`config.mk`:
```
export PLATFORM = sky130hd
export DESIGN_NAME = serial_bank_switch_mapper
export DESIGN_NICKNAME = d
export VERILOG_FILES = /design/src/rtl/core/sbsm_pkg.sv /design/src/rtl/core/sbsm_front.sv /design/src/rtl/core/sbsm_queue.sv /design/src/rtl/core/sbsm_back.sv /design/src/rtl/core/serial_bank_switch_mapper.sv
export SDC_FILE = /design/constraint.sdc
export NUM_CORES = 1
export LEC_CHECK = 0
export ABC_AREA = 1
export BUFFER_PORTS_ARGS = -buffer_cell sky130_fd_sc_hd__buf_2
export CORE_MARGIN = 8
export CORE_UTILIZATION = 55
export CTS_BUF_LIST = sky130_fd_sc_hd__clkbuf_8
export CTS_CLUSTER_SIZE = 25
export DETAILED_ROUTE_END_ITERATION = 10
export GPL_ROUTABILITY_DRIVEN = 0
export PLACE_DENSITY = 0.76
export SYNTH_ARGS = -nofsm -noshare
export SYNTH_HDL_FRONTEND = slang
export SYNTH_HIERARCHICAL = 1
export SYNTH_SLANG_ARGS = --single-unit
```
`constraint.sdc`:
```
create_clock -name clk -period 4.9 [get_ports clk]
set_input_delay 0 -clock clk [delete_from_list [all_inputs] [get_ports clk]]
set_output_delay 0 -clock clk [all_outputs]
set_load 0.005 [all_outputs]
```
`src/rtl/core/sbsm_pkg.sv`:
```
`default_nettype none

package sbsm_pkg;

    // Configuration register indexes
    localparam logic [1:0] CFG_PRG_PAGES = 2'd0;
    localparam logic [1:0] CFG_CHR_ROM   = 2'd1;
    localparam logic [1:0] CFG_CHR_RAM   = 2'd2;

    localparam int unsigned CFG_AW = 2;
    localparam int unsigned CFG_DW = 8;

    localparam int unsigned S_DW = 24;
    localparam int unsigned M_DW = 48;

    // Command queue between front and back
    localparam int unsigned QUEUE_DEPTH = 2;
    localparam int unsigned QUEUE_AW    = 1;

    localparam logic [7:0] PAGES_1024K = 8'd128;
    localparam logic [7:0] PAGES_512K  = 8'd64;

    localparam logic [4:0] REG0_RESET = 5'h0C;

    // Register windows, from cpu_addr[14:13]
    localparam logic [1:0] WIN_CTRL = 2'd0;
    localparam logic [1:0] WIN_CHR0 = 2'd1;
    localparam logic [1:0] WIN_CHR1 = 2'd2;
    localparam logic [1:0] WIN_PRG  = 2'd3;

    typedef enum logic [1:0] {
        SIZE_SMALL,
        SIZE_512K,
        SIZE_1024K
    } size_t;

    typedef enum logic [1:0] {
        CHR_NONE = 2'd0,
        CHR_ROM  = 2'd1,
        CHR_RAM  = 2'd2
    } chr_src_t;

    typedef struct packed {
        logic [7:0] prg_pages_8k;
        logic       chr_rom_present;
        logic       chr_ram_present;
    } cfg_t;

    // One classified write: commit of a 5-bit value into a register window
    typedef struct packed {
        logic       commit;
        logic [1:0] window;
        logic [4:0] value;
    } cmd_t;

    function automatic size_t size_class(input logic [7:0] pages);
        size_t sz;
        if (pages == PAGES_1024K)
        begin
            sz = SIZE_1024K;
        end
        else if (pages == PAGES_512K)
        begin
            sz = SIZE_512K;
        end
        else
        begin
            sz = SIZE_SMALL;
        end
        return sz;
    endfunction

    // Last two program pages, 5-bit wrap
    function automatic logic [4:0] high_bank(input logic [7:0] pages, input logic k);
        logic [4:0] hb;
        if (size_class(pages) == SIZE_SMALL)
        begin
            hb = pages[4:0] - 5'd2 + {4'b0, k};
        end
        else
        begin
            hb = 5'd30 + {4'b0, k};
        end
        return hb;
    endfunction

endpackage

`default_nettype wire

```
`src/rtl/core/sbsm_front.sv`:
```
`default_nettype none

module sbsm_front (
    input  wire logic                       clk,
    input  wire logic                       rst_n,
    input  wire logic                       in_valid,
    output logic                            in_ready,
    input  wire logic [15:0]                cpu_addr,
    input  wire logic [7:0]                 cpu_data,
    input  wire logic                       q_ready,
    output logic                            q_push,
    output sbsm_pkg::cmd_t                  q_cmd
);

    logic [2:0] shift_count_reg;
    logic [2:0] shift_count_next;
    logic [4:0] shift_bits_reg;
    logic [4:0] shift_bits_next;
    logic [1:0] last_window_reg;
    logic [1:0] last_window_next;

    logic [1:0] window;
    logic [2:0] cnt;
    logic [4:0] bits;

    assign in_ready = q_ready;
    assign q_push   = in_valid && q_ready;
    assign window   = cpu_addr[14:13];

    always_comb
    begin
        cnt              = shift_count_reg;
        bits             = shift_bits_reg;
        q_cmd.commit     = 1'b0;
        q_cmd.window     = window;
        q_cmd.value      = '0;
        // a window change drops the partial value
        if (window != last_window_reg)
        begin
            cnt  = '0;
            bits = '0;
        end
        if (cpu_data[7])
        begin
            cnt  = '0;
            bits = '0;
        end
        else
        begin
            bits = bits | (5'(cpu_data[0]) << cnt);
            cnt  = cnt + 3'd1;
            if (cnt == 3'd5)
            begin
                q_cmd.commit = 1'b1;
                q_cmd.value  = bits;
                cnt          = '0;
                bits         = '0;
            end
        end
        shift_count_next = cnt;
        shift_bits_next  = bits;
        last_window_next = window;
    end

    always_ff @(posedge clk or negedge rst_n)
    begin
        if (!rst_n)
        begin
            shift_count_reg <= '0;
            shift_bits_reg  <= '0;
            last_window_reg <= '0;
        end
        else if (q_push)
        begin
            shift_count_reg <= shift_count_next;
            shift_bits_reg  <= shift_bits_next;
            last_window_reg <= last_window_next;
        end
    end

endmodule

`default_nettype wire

```
`src/rtl/core/sbsm_queue.sv`:
```
`default_nettype none

module sbsm_queue (
    input  wire logic            clk,
    input  wire logic            rst_n,
    input  wire logic            push,
    input  wire sbsm_pkg::cmd_t  push_cmd,
    output logic                 not_full,
    input  wire logic            pop,
    output logic                 not_empty,
    output sbsm_pkg::cmd_t       pop_cmd
);

    localparam int unsigned CW = sbsm_pkg::QUEUE_AW + 1;

    sbsm_pkg::cmd_t                  mem_reg [sbsm_pkg::QUEUE_DEPTH];
    logic [sbsm_pkg::QUEUE_AW-1:0]   wr_ptr_reg;
    logic [sbsm_pkg::QUEUE_AW-1:0]   rd_ptr_reg;
    logic [CW-1:0]                   count_reg;
    logic [CW-1:0]                   count_next;

    assign not_full  = (count_reg != CW'(sbsm_pkg::QUEUE_DEPTH));
    assign not_empty = (count_reg != '0);
    assign pop_cmd   = mem_reg[rd_ptr_reg];

    always_comb
    begin
        count_next = count_reg;
        if (push && !pop)
        begin
            count_next = count_reg + CW'(1);
        end
        else if (pop && !push)
        begin
            count_next = count_reg - CW'(1);
        end
    end

    always_ff @(posedge clk)
    begin
        if (push)
        begin
            mem_reg[wr_ptr_reg] <= push_cmd;
        end
    end

    always_ff @(posedge clk or negedge rst_n)
    begin
        if (!rst_n)
        begin
            wr_ptr_reg <= '0;
            rd_ptr_reg <= '0;
            count_reg  <= '0;
        end
        else
        begin
            if (push)
            begin
                wr_ptr_reg <= wr_ptr_reg + 1'b1;
            end
            if (pop)
            begin
                rd_ptr_reg <= rd_ptr_reg + 1'b1;
            end
            count_reg <= count_next;
        end
    end

endmodule

`default_nettype wire

```
`src/rtl/core/sbsm_back.sv`:
```
`default_nettype none

module sbsm_back (
    input  wire logic                          clk,
    input  wire logic                          rst_n,
    input  wire sbsm_pkg::cfg_t                cfg,
    input  wire logic                          q_valid,
    input  wire sbsm_pkg::cmd_t                q_cmd,
    output logic                               q_pop,
    output logic                               out_valid,
    input  wire logic                          out_ready,
    output logic [sbsm_pkg::M_DW-1:0]          out_data
);

    logic [4:0] mapper_regs_reg [4];
    logic [4:0] mapper_regs_next [4];
    logic [1:0] outer_base_reg;
    logic [1:0] outer_base_next;
    logic       swap_pending_reg;
    logic       swap_pending_next;
    logic [4:0] prg_banks_reg [4];
    logic [4:0] prg_banks_next [4];
    logic [7:0] chr_bases_reg [2];
    logic [7:0] chr_bases_next [2];
    logic [1:0] mirror_reg;
    logic [1:0] mirror_next;
    logic                      out_valid_reg;
    logic [sbsm_pkg::M_DW-1:0] out_data_reg;
    logic [sbsm_pkg::M_DW-1:0] out_data_next;

    assign q_pop     = q_valid && (!out_valid_reg || out_ready);
    assign out_valid = out_valid_reg;
    assign out_data  = out_data_reg;

    always_comb
    begin
        sbsm_pkg::size_t    sz;
        sbsm_pkg::chr_src_t src;
        logic [4:0] r0;
        logic [4:0] r1;
        logic [4:0] r2;
        logic [4:0] b;
        logic       chr_any;
        logic       toggle;
        logic       use_reg2;

        mapper_regs_next  = mapper_regs_reg;
        outer_base_next   = outer_base_reg;
        swap_pending_next = swap_pending_reg;
        prg_banks_next    = prg_banks_reg;
        chr_bases_next    = chr_bases_reg;
        mirror_next       = mirror_reg;
        toggle            = 1'b0;
        use_reg2          = 1'b0;

        sz      = sbsm_pkg::size_class(cfg.prg_pages_8k);
        chr_any = cfg.chr_rom_present || cfg.chr_ram_present;

        if (q_cmd.commit)
        begin
            mapper_regs_next[q_cmd.window] = q_cmd.value;
        end
        r0 = mapper_regs_next[0];
        r1 = mapper_regs_next[1];
        r2 = mapper_regs_next[2];
        b  = {mapper_regs_next[3][3:0], 1'b0};

        if (q_cmd.commit)
        begin
            unique case (q_cmd.window)
                sbsm_pkg::WIN_CTRL:
                begin
                    mirror_next = r0[1:0];
                end
                sbsm_pkg::WIN_CHR0:
                begin
                    if (sz == sbsm_pkg::SIZE_1024K)
                    begin
                        if (r0[4])
                        begin
                            toggle   = 1'b1;
                            use_reg2 = r0[3];
                        end
                        else
                        begin
                            outer_base_next = r1[4] ? 2'd3 : 2'd0;
                        end
                    end
                    else if (sz == sbsm_pkg::SIZE_512K && !cfg.chr_rom_present)
                    begin
                        outer_base_next = {1'b0, r1[4]};
                    end
                    else if (chr_any)
                    begin
                        chr_bases_next[0] = {1'b0, r1, 2'b00};
                        if (!r0[4])
                        begin
                            chr_bases_next[1] = {1'b0, r1, 2'b00} + 8'd4;
                        end
                    end
                end
                sbsm_pkg::WIN_CHR1:
                begin
                    if (sz == sbsm_pkg::SIZE_1024K && r0[3])
                    begin
                        toggle   = 1'b1;
                        use_reg2 = 1'b1;
                    end
                    if (r0[4] && chr_any)
                    begin
                        chr_bases_next[1] = {1'b0, r2, 2'b00};
                    end
                end
                sbsm_pkg::WIN_PRG:
                begin
                    if (r0[3])
                    begin
                        if (r0[2])
                        begin
                            prg_banks_next[0] = b;
                            prg_banks_next[1] = b + 5'd1;
                            prg_banks_next[2] = sbsm_pkg::high_bank(cfg.prg_pages_8k, 1'b0);
                            prg_banks_next[3] = sbsm_pkg::high_bank(cfg.prg_pages_8k, 1'b1);
                        end
                        else if (sz == sbsm_pkg::SIZE_SMALL)
                        begin
                            prg_banks_next[0] = 5'd0;
                            prg_banks_next[1] = 5'd1;
                            prg_banks_next[2] = b;
                            prg_banks_next[3] = b + 5'd1;
                        end
                    end
                    else
                    begin
                        prg_banks_next[0] = b;
                        prg_banks_next[1] = b + 5'd1;
                        if (sz == sbsm_pkg::SIZE_SMALL)
                        begin
                            prg_banks_next[2] = b + 5'd2;
                            prg_banks_next[3] = b + 5'd3;
                        end
                    end
                end
                default:
                begin
                    mirror_next = mirror_reg;
                end
            endcase
        end

        // two-write swap: first arms, second loads the outer base
        if (toggle)
        begin
            if (swap_pending_reg)
            begin
                outer_base_next   = {use_reg2 & r2[4], r1[4]};
                swap_pending_next = 1'b0;
            end
            else
            begin
                swap_pending_next = 1'b1;
            end
        end

        if (cfg.chr_rom_present)
        begin
            src = sbsm_pkg::CHR_ROM;
        end
        else if (cfg.chr_ram_present)
        begin
            src = sbsm_pkg::CHR_RAM;
        end
        else
        begin
            src = sbsm_pkg::CHR_NONE;
        end

        out_data_next = {src, mirror_next, chr_bases_next[1], chr_bases_next[0],
                         outer_base_next, prg_banks_next[3],
                         outer_base_next, prg_banks_next[2],
                         outer_base_next, prg_banks_next[1],
                         outer_base_next, prg_banks_next[0]};
    end

    always_ff @(posedge clk)
    begin
        if (q_pop)
        begin
            out_data_reg <= out_data_next;
        end
    end

    always_ff @(posedge clk or negedge rst_n)
    begin
        if (!rst_n)
        begin
            mapper_regs_reg[0] <= sbsm_pkg::REG0_RESET;
            mapper_regs_reg[1] <= '0;
            mapper_regs_reg[2] <= '0;
            mapper_regs_reg[3] <= '0;
            outer_base_reg     <= '0;
            swap_pending_reg   <= 1'b0;
            prg_banks_reg[0]   <= 5'd0;
            prg_banks_reg[1]   <= 5'd1;
            prg_banks_reg[2]   <= 5'd30;
            prg_banks_reg[3]   <= 5'd31;
            chr_bases_reg[0]   <= 8'd0;
            chr_bases_reg[1]   <= 8'd4;
            mirror_reg         <= '0;
            out_valid_reg      <= 1'b0;
        end
        else
        begin
            if (q_pop)
            begin
                mapper_regs_reg  <= mapper_regs_next;
                outer_base_reg   <= outer_base_next;
                swap_pending_reg <= swap_pending_next;
                prg_banks_reg    <= prg_banks_next;
                chr_bases_reg    <= chr_bases_next;
                mirror_reg       <= mirror_next;
                out_valid_reg    <= 1'b1;
            end
            else if (out_ready)
            begin
                out_valid_reg <= 1'b0;
            end
        end
    end

endmodule

`default_nettype wire

```
`src/rtl/core/serial_bank_switch_mapper.sv`:
```
// Path: an accepted word is written into the command queue, then popped through the mapper state
// into the output register; back-pressure on m_tready can hold it in the queue.
// Throughput: one word per cycle while m_tready allows; the mapper state updates on each pop.
// Reset (rst_n low, asynchronous): shifter empty, register 0 = 0x0C, banks 0/1/30/31,
// character bases 0 and 4, one-screen low mirroring, configuration 32 pages, ROM present.
`default_nettype none

module serial_bank_switch_mapper (
    input  wire logic                           clk,
    input  wire logic                           rst_n,
    // s_tdata: cpu_addr[15:0], cpu_data[23:16]
    input  wire logic                           s_tvalid,
    output logic                                s_tready,
    input  wire logic [sbsm_pkg::S_DW-1:0]      s_tdata,
    // m_tdata: prg_page_0[6:0], prg_page_1[13:7], prg_page_2[20:14], prg_page_3[27:21],
    //          chr_low_base[35:28], chr_high_base[43:36], mirror_mode[45:44],
    //          chr_source[47:46]
    output logic                                m_tvalid,
    input  wire logic                           m_tready,
    output logic [sbsm_pkg::M_DW-1:0]           m_tdata,
    input  wire logic                           cfg_we,
    input  wire logic [sbsm_pkg::CFG_AW-1:0]    cfg_addr,
    input  wire logic [sbsm_pkg::CFG_DW-1:0]    cfg_wdata
);

    logic [7:0] prg_pages_reg;
    logic       chr_rom_reg;
    logic       chr_ram_reg;

    sbsm_pkg::cfg_t cfg;
    sbsm_pkg::cmd_t push_cmd;
    sbsm_pkg::cmd_t pop_cmd;
    logic           q_push;
    logic           q_not_full;
    logic           q_not_empty;
    logic           q_pop;

    assign cfg.prg_pages_8k    = prg_pages_reg;
    assign cfg.chr_rom_present = chr_rom_reg;
    assign cfg.chr_ram_present = chr_ram_reg;

    // Configuration registers; a write to an unused index is dropped
    always_ff @(posedge clk or negedge rst_n)
    begin
        if (!rst_n)
        begin
            prg_pages_reg <= 8'd32;
            chr_rom_reg   <= 1'b1;
            chr_ram_reg   <= 1'b0;
        end
        else if (cfg_we)
        begin
            unique case (cfg_addr)
                sbsm_pkg::CFG_PRG_PAGES: prg_pages_reg <= cfg_wdata;
                sbsm_pkg::CFG_CHR_ROM:   chr_rom_reg   <= cfg_wdata[0];
                sbsm_pkg::CFG_CHR_RAM:   chr_ram_reg   <= cfg_wdata[0];
                default:                 prg_pages_reg <= prg_pages_reg;
            endcase
        end
    end

    // Front: track the serial shifter and turn each write into a command
    sbsm_front u_front (
        .clk      (clk),
        .rst_n    (rst_n),
        .in_valid (s_tvalid),
        .in_ready (s_tready),
        .cpu_addr (s_tdata[15:0]),
        .cpu_data (s_tdata[23:16]),
        .q_ready  (q_not_full),
        .q_push   (q_push),
        .q_cmd    (push_cmd)
    );

    // Short command queue so the back end can stall on m_tready independently
    sbsm_queue u_queue (
        .clk       (clk),
        .rst_n     (rst_n),
        .push      (q_push),
        .push_cmd  (push_cmd),
        .not_full  (q_not_full),
        .pop       (q_pop),
        .not_empty (q_not_empty),
        .pop_cmd   (pop_cmd)
    );

    // Back: apply register commits and register the mapping snapshot
    sbsm_back u_back (
        .clk       (clk),
        .rst_n     (rst_n),
        .cfg       (cfg),
        .q_valid   (q_not_empty),
        .q_cmd     (pop_cmd),
        .q_pop     (q_pop),
        .out_valid (m_tvalid),
        .out_ready (m_tready),
        .out_data  (m_tdata)
    );

endmodule

`default_nettype wire
```
# Yosys cells after proc, flatten, opt, wreduce, memory -nomap -nowiden

Memory sizes are Yosys's and may differ from the RTL's.
Cells that the tools add are included.

Flip-flop bits (word level): 134
RAM bits: 16
Input bits: 39
Output and inout bits: 50
Word-level logic and storage cells: 145
Memories kept: 1

$add $sub $neg: 11
Magnitude comparators: 2
Equal/unequal tests: 12
Shifts and indexed selects: 1
Mux-type cells: 63
Bitwise gates (word level): 3
Reduce and logical (&&, ||, !) cells: 26

Memory list:

| memory          | depth | bits a word | rd ports | clocked after memory_dff | wr ports | RTL line         | source |
|---|---|---|---|---|---|---|---|
| u_queue.mem_reg | 2     | 8           | 1        | 0                        | 1        | sbsm_queue.sv:16 | `sbsm_pkg::cmd_t mem_reg [sbsm_pkg::QUEUE_DEPTH];` |

Operators by type and width:

| operator            | number |
|---|---|
| $mux 20             | 6 |
| $mux 16             | 4 |
| $mux 5              | 8 |
| $mux 2              | 18 |
| $mux 8              | 3 |
| $bwmux 20           | 1 |
| $pmux 8 s2          | 1 |
| $mux 1              | 15 |
| $add 5x1->5 const B | 2 |
| $add 5x2->5 const B | 2 |
| $demux 5 s2         | 1 |
| $mux 10             | 1 |
| $reduce_and 2->1    | 5 |
| $mux 3              | 3 |
| $add 7x3->8 const B | 1 |
| $eq 2x2->1 const B  | 4 |
| $eq 8x7->1 const B  | 1 |
| $eq 8x8->1 const B  | 1 |
| $logic_and 1x1->1   | 8 |
| $logic_not 2->1     | 4 |
| $eq 2x1->1 const B  | 3 |
| $reduce_bool 2->1   | 3 |
| $or 5x5->5          | 1 |
| $shl 1x3->5         | 1 |
| other kinds (15)    | 21 |

# Depth between registers and ports, before layout

Gate-level depths: netlist of the first run.
An unclocked memory read counts as a cell.

Word-level depth: 18
Gate-level depth with buffers: 17
Mapped depth without buffers: 15

# By module

Netlist of the first run, hierarchy kept.

By module, submodules not included:

| module                    | times used | cells each | area each (um^2) | sequential area each (um^2) |
|---|---|---|---|---|
| sbsm_back                 | 1          | 637        | 5422.7           | 2753.9 |
| sbsm_queue                | 1          | 50         | 818.3            | 580.6 |
| sbsm_front                | 1          | 93         | 700.7            | 250.2 |
| serial_bank_switch_mapper | 1          | 47         | 431.7            | 252.7 |

# Worst setup path after synthesis of the first run

OpenSTA, ideal clock, no wires.

Path kind: reg2reg
Start: register u_queue.rd_ptr_reg
End: register u_back.out_data_reg (netlist bit u_back/out_data[40]), data pin
Library setup time: 256 ps
Data arrival time: 2115 ps
Required time: 4644 ps
Setup slack: 2529 ps
Cell stages (with the launch flop): 14
Buffers on the path: 2
Period minus slack after synthesis: 2371 ps
Cells stage by stage: dfrtp_1 -> buf_6 -> mux2_4 -> inv_1 -> ha_1 -> buf_4 -> nand2_2 -> nand2_1 -> nand2_1 -> ha_1 -> xnor2_1 -> nand2_2 -> nand3_2 -> a21boi_1

RTL lines:

| item                   | RTL line         | source |
|---|---|---|
| start, declared        | sbsm_queue.sv:18 | `logic [sbsm_pkg::QUEUE_AW-1:0] rd_ptr_reg;` |
| start signal, assigned | sbsm_queue.sv:63 | `rd_ptr_reg <= rd_ptr_reg + 1'b1;` |
| end signal, assigned   | sbsm_back.sv:189 | `out_data_reg <= out_data_next;` |
| end, declared          | sbsm_back.sv:28  | `logic [sbsm_pkg::M_DW-1:0] out_data_reg;` |

==> out/metrics.cfg, run 1 <==
[global_route]
track_usage_pct = 19.2
grt_pass1_wl_mm = 27.1
antenna_found_initial = 0
overflow = 0
grt_pass1_vias = 5619
grt_max_degree = 75

[clocking]
cts_tree = yes
cts.path.max_buffers = 2
numClockSinks = 141
clk_pin_slew_ns = 0.08
clkLatencyLatePin_ns = 0.46
cts_made_buffers = 17
root_buffer = clkbuf_8
h-tree-depth = 4
ctsResizeCount = 0

[floorplanning]
ios = 89
rows = 42
die_w_um = 132
chipHeight_um = 132
dieArea_um2 = 17400
design.core.area_um2 = 13200
start_util_pct = 55.9

[critical_path]
start_kind = register
r2r_end = u_back/chr_bases_reg[12]
cp-end-kind = register
crit_arrival_ns = 3.64
reg2reg_slack_ns = 1.60
path_max_fanout = 11
critical_path_class = reg2reg
cp.required_ns = 5.23
timing.rr.start = u_queue/rd_ptr_reg
reg2regPathDepth = 10

[timing]
fin_crit_sh_pct = 67.4
fin_tns_setup_ns = 0
fmax_mhz = 303
finalMaxSlewViolations = 0
min_period_ns = 3.30
setup_viol = 0
hold_viol_final = 0
finClkSkew_ns = 0.0102
tightest_slew_ns = 0.952
whs_ns = 0.126
relSlewSlack_pct = 36.5
rsz0062_at_grt = no

[placed_design]
io_buffers = 68
dpl_cell_area_um2 = 7780
dp_hpwl_mm = 10.1

[drt]
drt_first_iter_violations = 433
drt-pass1-iter-count = 4
drt-total-wl_mm = 15.7
drc = 0
wl_per_cell_um = 14.0
vias_per_cell = 5.17
antenna_left = 0
num_vias = 5773

[pwr]
vdd_drop_max_v = 0.000254
netSwitchingPower_mw = 2.02
p_per_area_nw_per_um2 = 593
clock_power_share_pct = 19.9
p_comb_share_pct = 41.8
swShare_pct = 39.7
p_int_mw = 3.07
p_leak_nw = 4.18
pwr-share-seq_pct = 38.4

[synth]
synth_seq_area_share_pct = 52.0
async_flop_share_pct = 58.9
synthesis.area_um2 = 7370
synth_edf_count = 58
synth_top_area_share_pct = 23.6
yosys_warnings = 6
synth_nets = 878
syn_inst = 827
yosysUniqueCellTypes = 46
synth_top_cell_by_area = edfxtp_1
ys_seq_elements = 141
ys_top_cells_by_area = edfxtp_1, dfrtp_1, nand2_1
syn_area_per_cell_um2 = 8.92
synthFlopType = dfrtp_1

[final_layout]
largest_reg_flops = 42
diodes = 0
final_layout_size_suffix_gt1_share_pct = 21.4
area_delta_synth_final_pct = 16.5
fillers = 1042
fin_nets = 979
fin_area_um2 = 8590

[min_path]
min_path_type = in2reg
worstHoldEndpoint = u_front/shift_count_reg[0]
hold_path_depth = 4
min_from = s_tvalid

[outcome]
status = finished, final reports clean

[flow_run]
max_cap_viol_count = 0

cell usage after synthesis (2+ instances only):
cell,count
o21ai_2,6
nand2_2,21
nor2_2,5
nand3_4,2
edfxtp_1,58
or2_2,3
nor2_1,39
dfstp_2,15
ha_1,12
and2_1,5
xnor2_1,5
buf_6,5
xor2_1,3
o21ai_0,42
a31oi_1,4
nand2_1,255
clkbuf_1,6
a21boi_1,8
nor2_4,5
mux2_4,8
nand2_4,7
nand4_1,13
inv_1,94
nand3_2,8
dfrtp_1,68
o21ai_4,4
nor3_1,3
nand3_1,56
buf_2,5
a21oi_1,10
o21ai_1,19
buf_4,10
inv_2,10
per-layer routing:
metal / wire length (um) / vias to the layer above / track usage [%]
met4: 510 / 0 / 9.76
li1: - / 2864 / -
met5: 0 / - / 0
met2: 7530 / 150 / 30.8
met3: 825 / 40 / 5.30
met1: 6810 / 2719 / 23.3
area by class of cell:
cell class / count / area (um^2) / area share (%)
tap: 176 / 220 / 2.56
multi-input combinational: 552 / 2940 / 34.3
clock inverter: 13 / 170 / 1.98
inverter: 107 / 409 / 4.76
timing repair buffer: 109 / 746 / 8.68
sequential: 141 / 3840 / 44.7
clock buffer: 19 / 262 / 3.04
power groups by stage:
| stage | combinational [mW] | clock [mW] | sequential (mW) |
|---|---|---|---|
| 2_1_floorplan | 1.57 | 0 | 1.95 |
| 3_3_place_gp | 2.03 | 0 | 1.96 |
| 3_5_place_dp | 2.08 | 0 | 1.97 |
| 4_1_cts | 2.12 | 1.02 | 1.95 |
| 5_1_grt | 2.40 | 1.08 | 2.00 |
| 6_report | 2.13 | 1.01 | 1.95 |
cells in the final DEF (no fill, tap or decap), types with 13 or more instances in the layout:
cell / synthesis / routed
nand2_1: 255 / 255
inv_1: 94 / 93
dfrtp_1: 68 / 68
buf_2: 5 / 67
edfxtp_1: 58 / 58
nand3_1: 56 / 56
o21ai_0: 42 / 42
nor2_1: 39 / 39
dlygate4sd3_1: 0 / 38
nand2_2: 21 / 21
clkbuf_8: 0 / 19
o21ai_1: 19 / 19
dfstp_2: 15 / 15
nand4_1: 13 / 13
cells by family (layout without fill, tap and decap cells):
logic type | count (synthesis) | after routing | synth area share (%)
adders and majority gates | 12 | 12 | 2.04
xor gates and xnor gates | 8 | 8 | 0.950
buffers and inverters | 134 | 248 | 8.03
muxes | 8 | 8 | 1.63
and+or+nand+nor | 427 | 427 | 27.2
AOI/OAI and AO/OA | 97 | 97 | 8.15
DFF | 141 | 141 | 52.0
worst max-delay path by stage:
stage / endpoint / from / depth (start not counted) / slack, ns
2_1_floorplan: u_back/out_data[40] / u_queue/rd_ptr_reg / 13 / 2.53
3_3_place_gp: u_back/chr_bases_reg[14] / u_queue/rd_ptr_reg / 10 / 1.73
3_5_place_dp: u_back/chr_bases_reg[12] / u_queue/rd_ptr_reg / 10 / 1.69
4_1_cts: u_back/chr_bases_reg[12] / u_queue/rd_ptr_reg / 10 / 1.64
5_1_grt: u_back/chr_bases_reg[13] / u_queue/rd_ptr_reg / 10 / 1.27
6_report: u_back/chr_bases_reg[12] / u_queue/rd_ptr_reg / 10 / 1.60
metrics by stage:
step | power [mW] | util, % | setup slack (ns) | instances
after global routing | 5.48 | 65.1 | 1.27 | 1117
after CTS | 5.10 | 65.1 | 1.64 | 1117
after global placement | 3.99 | 59.0 | 1.73 | 1047
final | 5.09 | 65.1 | 1.60 | 1117
after detailed placement | 4.05 | 59.0 | 1.69 | 1047
after floorplan | 3.52 | - | 2.53 | 827
worst max-delay path: stages, from the launching register on:
cell     delay [ns]
dfrtp_1        0.65
mux2_4         0.37
inv_1          0.08
ha_1           0.52
nand2_2        0.25
inv_1          0.14
nand4_1        0.41
nor2_1         0.38
inv_1          0.21
nand2_1        0.10
o21ai_1        0.06
repair_timing:
item	4_1_cts	5_1_grt
hold buffers	38	0
hold endpoints to repair	96	0
setup buffers	0	0
No activity file was read; power rests on OpenSTA's default activity.
==> run 2, diff against run 1 <==
- PLACE_DENSITY: 0.76 -> 0.79
- clock period: 4.9 -> 2.8 ns (I/O delays scaled with it)
==> run 2 against run 1 <==
Critical path depth increased by 2. Wire length grew 2.0%. Die area stayed put. Total power is 74% higher. Non-clock buffer count grew 5. Cell count is 0.45% higher. Flip-flop and latch count unchanged. Setup slack worse by 1.3 ns. Sequential share of layout area down 0.11 points. Cell area rose by 0.25%. First-iteration DRC count down 8.8%. Via count is 1.1% higher.
==> out/metrics.cfg, run 2 (synthesis results as in run 1) <==
[timing]
relSlewSlack_pct = 54.8
fmax_mhz = 401
tightest_slew_ns = 0.675
finClkSkew_ns = 0.0139
setup_viol = 0
fin_tns_setup_ns = 0
min_period_ns = 2.50
finalMaxSlewViolations = 0
hold_viol_final = 0
rsz0062_at_grt = no
fin_crit_sh_pct = 89.1

[critical_path]
critical_path.cell_chain = mux2_4 > inv_1 > ha_1 > nand2_4 > nand2_1 > o21ai_4 > nand2_2 > nand2_2 > nand2_2 > inv_2 > nor2_4 > o21ai_1
critPathTopFamily = simple AND/OR/NAND/NOR gates
cp.required_ns = 3.12
max_stage_delay_ns = 0.43
cp_slowest_cell = dfrtp_1
start_kind = register
crit_arrival_ns = 2.82
critical_path_class = reg2reg
cp-end-kind = register
path_common_cell = nand2_2
critPathBufInv = 2
path_max_fanout = 16

[clocking]
h-tree-depth = 4
cts_made_buffers = 17
cts.path.max_buffers = 2
clk_pin_slew_ns = 0.08
ctsResizeCount = 0
numClockSinks = 141
root_buffer = clkbuf_8
clkLatencyLatePin_ns = 0.44
cts_tree = yes
postCtsSetupRepairBufs = 0

[floorplanning]
start_util_pct = 55.9
rows = 42
die_w_um = 132
dieArea_um2 = 17400
chipHeight_um = 132
ios = 89
design.core.area_um2 = 13200

[global_route]
grt_pass1_vias = 5542
grt_max_degree = 74
grt_pass1_wl_mm = 26.9
overflow = 0
antenna_found_initial = 0
track_usage_pct = 18.9

[drt]
drt-total-wl_mm = 16.0
antenna_left = 0
drt-pass1-iter-count = 8
vias_per_cell = 5.20
wl_per_cell_um = 14.3
drt_first_iter_violations = 395
drc = 0
num_vias = 5839

[final_layout]
fillers = 1022
final_cells = 1122
area_delta_synth_final_pct = 16.8
largest_reg_flops = 42
fin_nets = 984
final_cell_mix = nand2_1, inv_1, dfrtp_1, buf_2, edfxtp_1
diodes = 0
final_common_cell = nand2_1
final_layout_size_suffix_gt1_share_pct = 21.6

[placed_design]
io_buffers = 68
dp.cells = 1052
dp_hpwl_mm = 10.3

[pwr]
vdd_drop_max_v = 0.000516
p_per_area_nw_per_um2 = 1030
p_leak_nw = 4.20

[outcome]
status = finished, final reports clean

[flow_run]
max_cap_viol_count = 0

[min_path]
min_path_type = in2async

## run 2: cell count changes in the layout (fill, tap and decap cells not counted), sizes merged
cell | before | now
clkinv | 10 | 11
buf | 71 | 76
bufinv | 4 | 3
inv | 105 | 107
clkbuf | 19 | 17
## run 2: layout make-up
| type | instances | area, um^2 | area share, % |
|---|---|---|---|
| clock buffers | 17 | 234 | 2.72 |
| clock inverters | 15 | 156 | 1.82 |
| inverters | 107 | 409 | 4.75 |
| multi-input cells | 552 | 2940 | 34.2 |
| flip-flops and latches | 141 | 3840 | 44.6 |
| well taps | 176 | 220 | 2.56 |
| repair buffers | 114 | 808 | 9.39 |
## run 2: layer usage
metal / track usage (%) / part of all wire (%) / up-vias / routed length [um]
li1: - / - / 2881 / -
met1: 23.0 / 43 / 2756 / 6880
met2: 30.7 / 49 / 167 / 7830
met3: 5.22 / 5.2 / 35 / 838
met4: 8.42 / 2.8 / 0 / 448
met5: 0 / 0 / - / 0
## run 2: path summary, 6_finish.rpt
path | end | depth (start not counted) | slack, ns | start
max | u_back/prg_banks_reg[13] | 12 | 0.30 | u_queue/rd_ptr_reg
min | u_queue/wr_ptr_reg | 2 | 0.1 | rst_n
max reg2reg | u_back/prg_banks_reg[13] | 12 | 0.30 | u_queue/rd_ptr_reg
min reg2reg | u_back/chr_bases_reg[9] | 2 | 0.47 | u_back/chr_bases_reg[9]
max in group asynchronous | u_back/chr_bases_reg[2] | 3 | 1.92 | rst_n
min in group clk | u_queue/mem_reg[1][5] | 2 | 0.33 | s_tdata[13]
## run 2: worst register-to-register path, stage by stage (launching register included)
cell	delay (ns)
dfrtp_1	0.43
mux2_4	0.33
inv_1	0.12
ha_1	0.25
nand2_4	0.18
nand2_1	0.15
o21ai_4	0.10
nand2_2	0.14
nand2_2	0.10
nand2_2	0.19
inv_2	0.08
nor2_4	0.20
o21ai_1	0.09
## run 2: what timing repair did
| item | CTS | global route |
|---|---|---|
| hold endpoints to repair | 72 | 0 |
| hold buffers | 38 | 0 |
| endpoints found under the setup margin | 0 | 0 |
## run 2: stage by stage
step	util [%]	worst slack, ns	hold WS, ns	total power [mW]	instance area [um^2]
finish	65.3	0.304	0.0987	8.86	8610
global route	65.3	0.165	0.121	9.51	8610
CTS	65.3	0.363	0.0956	8.85	8610
detailed placement	59.4	0.386	0.0469	7.17	7840
global placement	59.4	0.431	0.0349	7.05	7840
floorplan	-	0.429	-0.296	6.15	7370
## run 2: power by group
group	leakage (nW)	internal, mW	switching (mW)
combinational	2.40	1.36	2.51
sequential	1.61	3.08	0.309
clock	0.202	0.861	0.747
==> run 3, diff against run 2 <==
- GPL_TIMING_DRIVEN: unset -> 0
==> run 3 against run 2 <==
Cell count up 2.0%. Sequential share of layout area is 0.89 points lower. Critical path depth up 3. Hold slack got worse by 0.039 ns. Count of clock-buffer cells in the layout unchanged. Combinational power is 4% higher. Total power increased by 3.0%. Non-clock buffer count up 22. Core utilization up 1.3 points. Cell area grew 2.0%. Clock power increased by 5%. Critical endpoint is now u_back/out_data[42]. Highest routed layer unchanged.
==> out/metrics.cfg, run 3 (synthesis results as in run 1) <==
[global_route]
antenna_found_initial = 0
grt_pass1_vias = 5719
grt_pass1_wl_mm = 28.1
overflow = 0
track_usage_pct = 19.8
grt_max_degree = 70

[timing]
relSlewSlack_pct = 54.1
fin_crit_sh_pct = 93.8
fmax_mhz = 381
fin_ws_ns = 0.175
finalMaxSlewViolations = 0
rsz0062_at_grt = no
hold_viol_final = 0
fin_tns_setup_ns = 0
tightest_slew_ns = 0.689
finClkSkew_ns = 0.0133
setup_viol = 0
min_period_ns = 2.63

[clocking]
cts.path.max_buffers = 2
cts_made_buffers = 17
clkLatencyLatePin_ns = 0.45
root_buffer = clkbuf_8
h-tree-depth = 4
numClockSinks = 141
cts_tree = yes
clk_pin_slew_ns = 0.09

[critical_path]
max_stage_delay_ns = 0.38
start_kind = register
reg2regPathDepth = 15
cp_slowest_cell = dfrtp_1
path_max_fanout = 10
crit_arrival_ns = 2.83
critPathLaunch = u_queue/rd_ptr_reg
critical_path.cell_chain = buf_6 > mux2_4 > inv_1 > ha_1 > buf_4 > nand2_4 > nand2_1 > o21ai_4 > ha_1 > nand3_1 > nand2_1 > nand2_1 > nand2_2 > nand3_2 > a21boi_1
cp-end-kind = register
reg2reg_slack_ns = 0.17
timing.rr.start = u_queue/rd_ptr_reg
path_common_cell = nand2_1
critPathTopFamily = simple AND/OR/NAND/NOR gates
cp.required_ns = 3.00
cp.depth = 15
crit_end = u_back/out_data[42]
critPathBufInv = 3
critical_path_class = reg2reg
r2r_end = u_back/out_data[42]

[placed_design]
dp_hpwl_mm = 10.7
dpl_worst_slack_ns = 0.0114
io_buffers = 68

[drt]
drt_first_iter_violations = 431
drt-pass1-iter-count = 5
wl_per_cell_um = 14.6
drt-total-wl_mm = 16.7
vias_per_cell = 5.19
drc = 0
antenna_left = 0
num_vias = 5937

[floorplanning]
rows = 42
dieArea_um2 = 17400
ios = 89
die_w_um = 132
chipHeight_um = 132
start_util_pct = 55.9
design.core.area_um2 = 13200

[pwr]
p_leak_nw = 4.30
vdd_drop_max_v = 0.000498
p_per_area_nw_per_um2 = 1040

[final_layout]
diodes = 0
area_delta_synth_final_pct = 19.1
fillers = 1020
final_common_cell = nand2_1
final_cell_mix = nand2_1, inv_1, buf_2, dfrtp_1, edfxtp_1
fin_nets = 1006
largest_reg_flops = 42
final_layout_size_suffix_gt1_share_pct = 23.0

[flow_run]
max_cap_viol_count = 0

[min_path]
min_path_type = in2async

[outcome]
status = finished, final reports clean

run 3: per-stage QoR:
step	area, um^2	power [mW]	cells	hold slack [ns]	utilization, %
global route	8780	9.78	1144	0.0322	66.6
CTS	8760	9.07	1143	0.0352	66.4
finish	8780	9.12	1144	0.0597	66.6
global placement	7930	7.19	1071	0.242	60.1
floorplan	7370	6.15	827	-0.296	-
detailed placement	7960	7.30	1072	-0.118	60.4
run 3: where the power goes:
part           internal, mW  switching [mW]  total [mW]
Combinational          1.44            2.61        4.04
Sequential             3.08           0.311        3.39
Clock                 0.879           0.809        1.69
run 3: how the worst min path moves through the flow:
stage	startpoint	end	slack, ns	cells past startpoint
2_1_floorplan	rst_n	chr_ram_reg	-0.30	0
3_3_place_gp	cfg_wdata[5]	prg_pages_reg[5]	0.24	3
3_5_place_dp	rst_n	chr_ram_reg	-0.12	1
4_1_cts	rst_n	chr_rom_reg	0.04	2
5_1_grt	rst_n	chr_rom_reg	0.03	2
6_report	rst_n	chr_rom_reg	0.06	2
run 3: area by class of cell:
cell class                 count  area [um^2]  area share (%)
buffer                        27          185            2.11
tap                          176          220            2.51
clock inverter                15          171            1.95
inverter                     107          409            4.66
clock buffer                  17          234            2.66
multi-input combinational    552         2960            33.7
sequential                   141         3840            43.7
timing repair buffer         109          768            8.75
run 3: timing repair:
action	4_1_cts	5_1_grt
endpoints found under the hold margin	97	0
pin swaps	0	1
hold buffers	39	0
buffers inserted	0	1
resized for setup	1	3
setup endpoints to repair	1	5
run 3: metal layers:
metal,track usage (%),vias up,wire length [um]
li1,-,2924,-
met1,24.5,2783,7280
met2,31.7,191,8000
met3,5.14,39,938
met4,9.38,0,470
met5,0,-,0
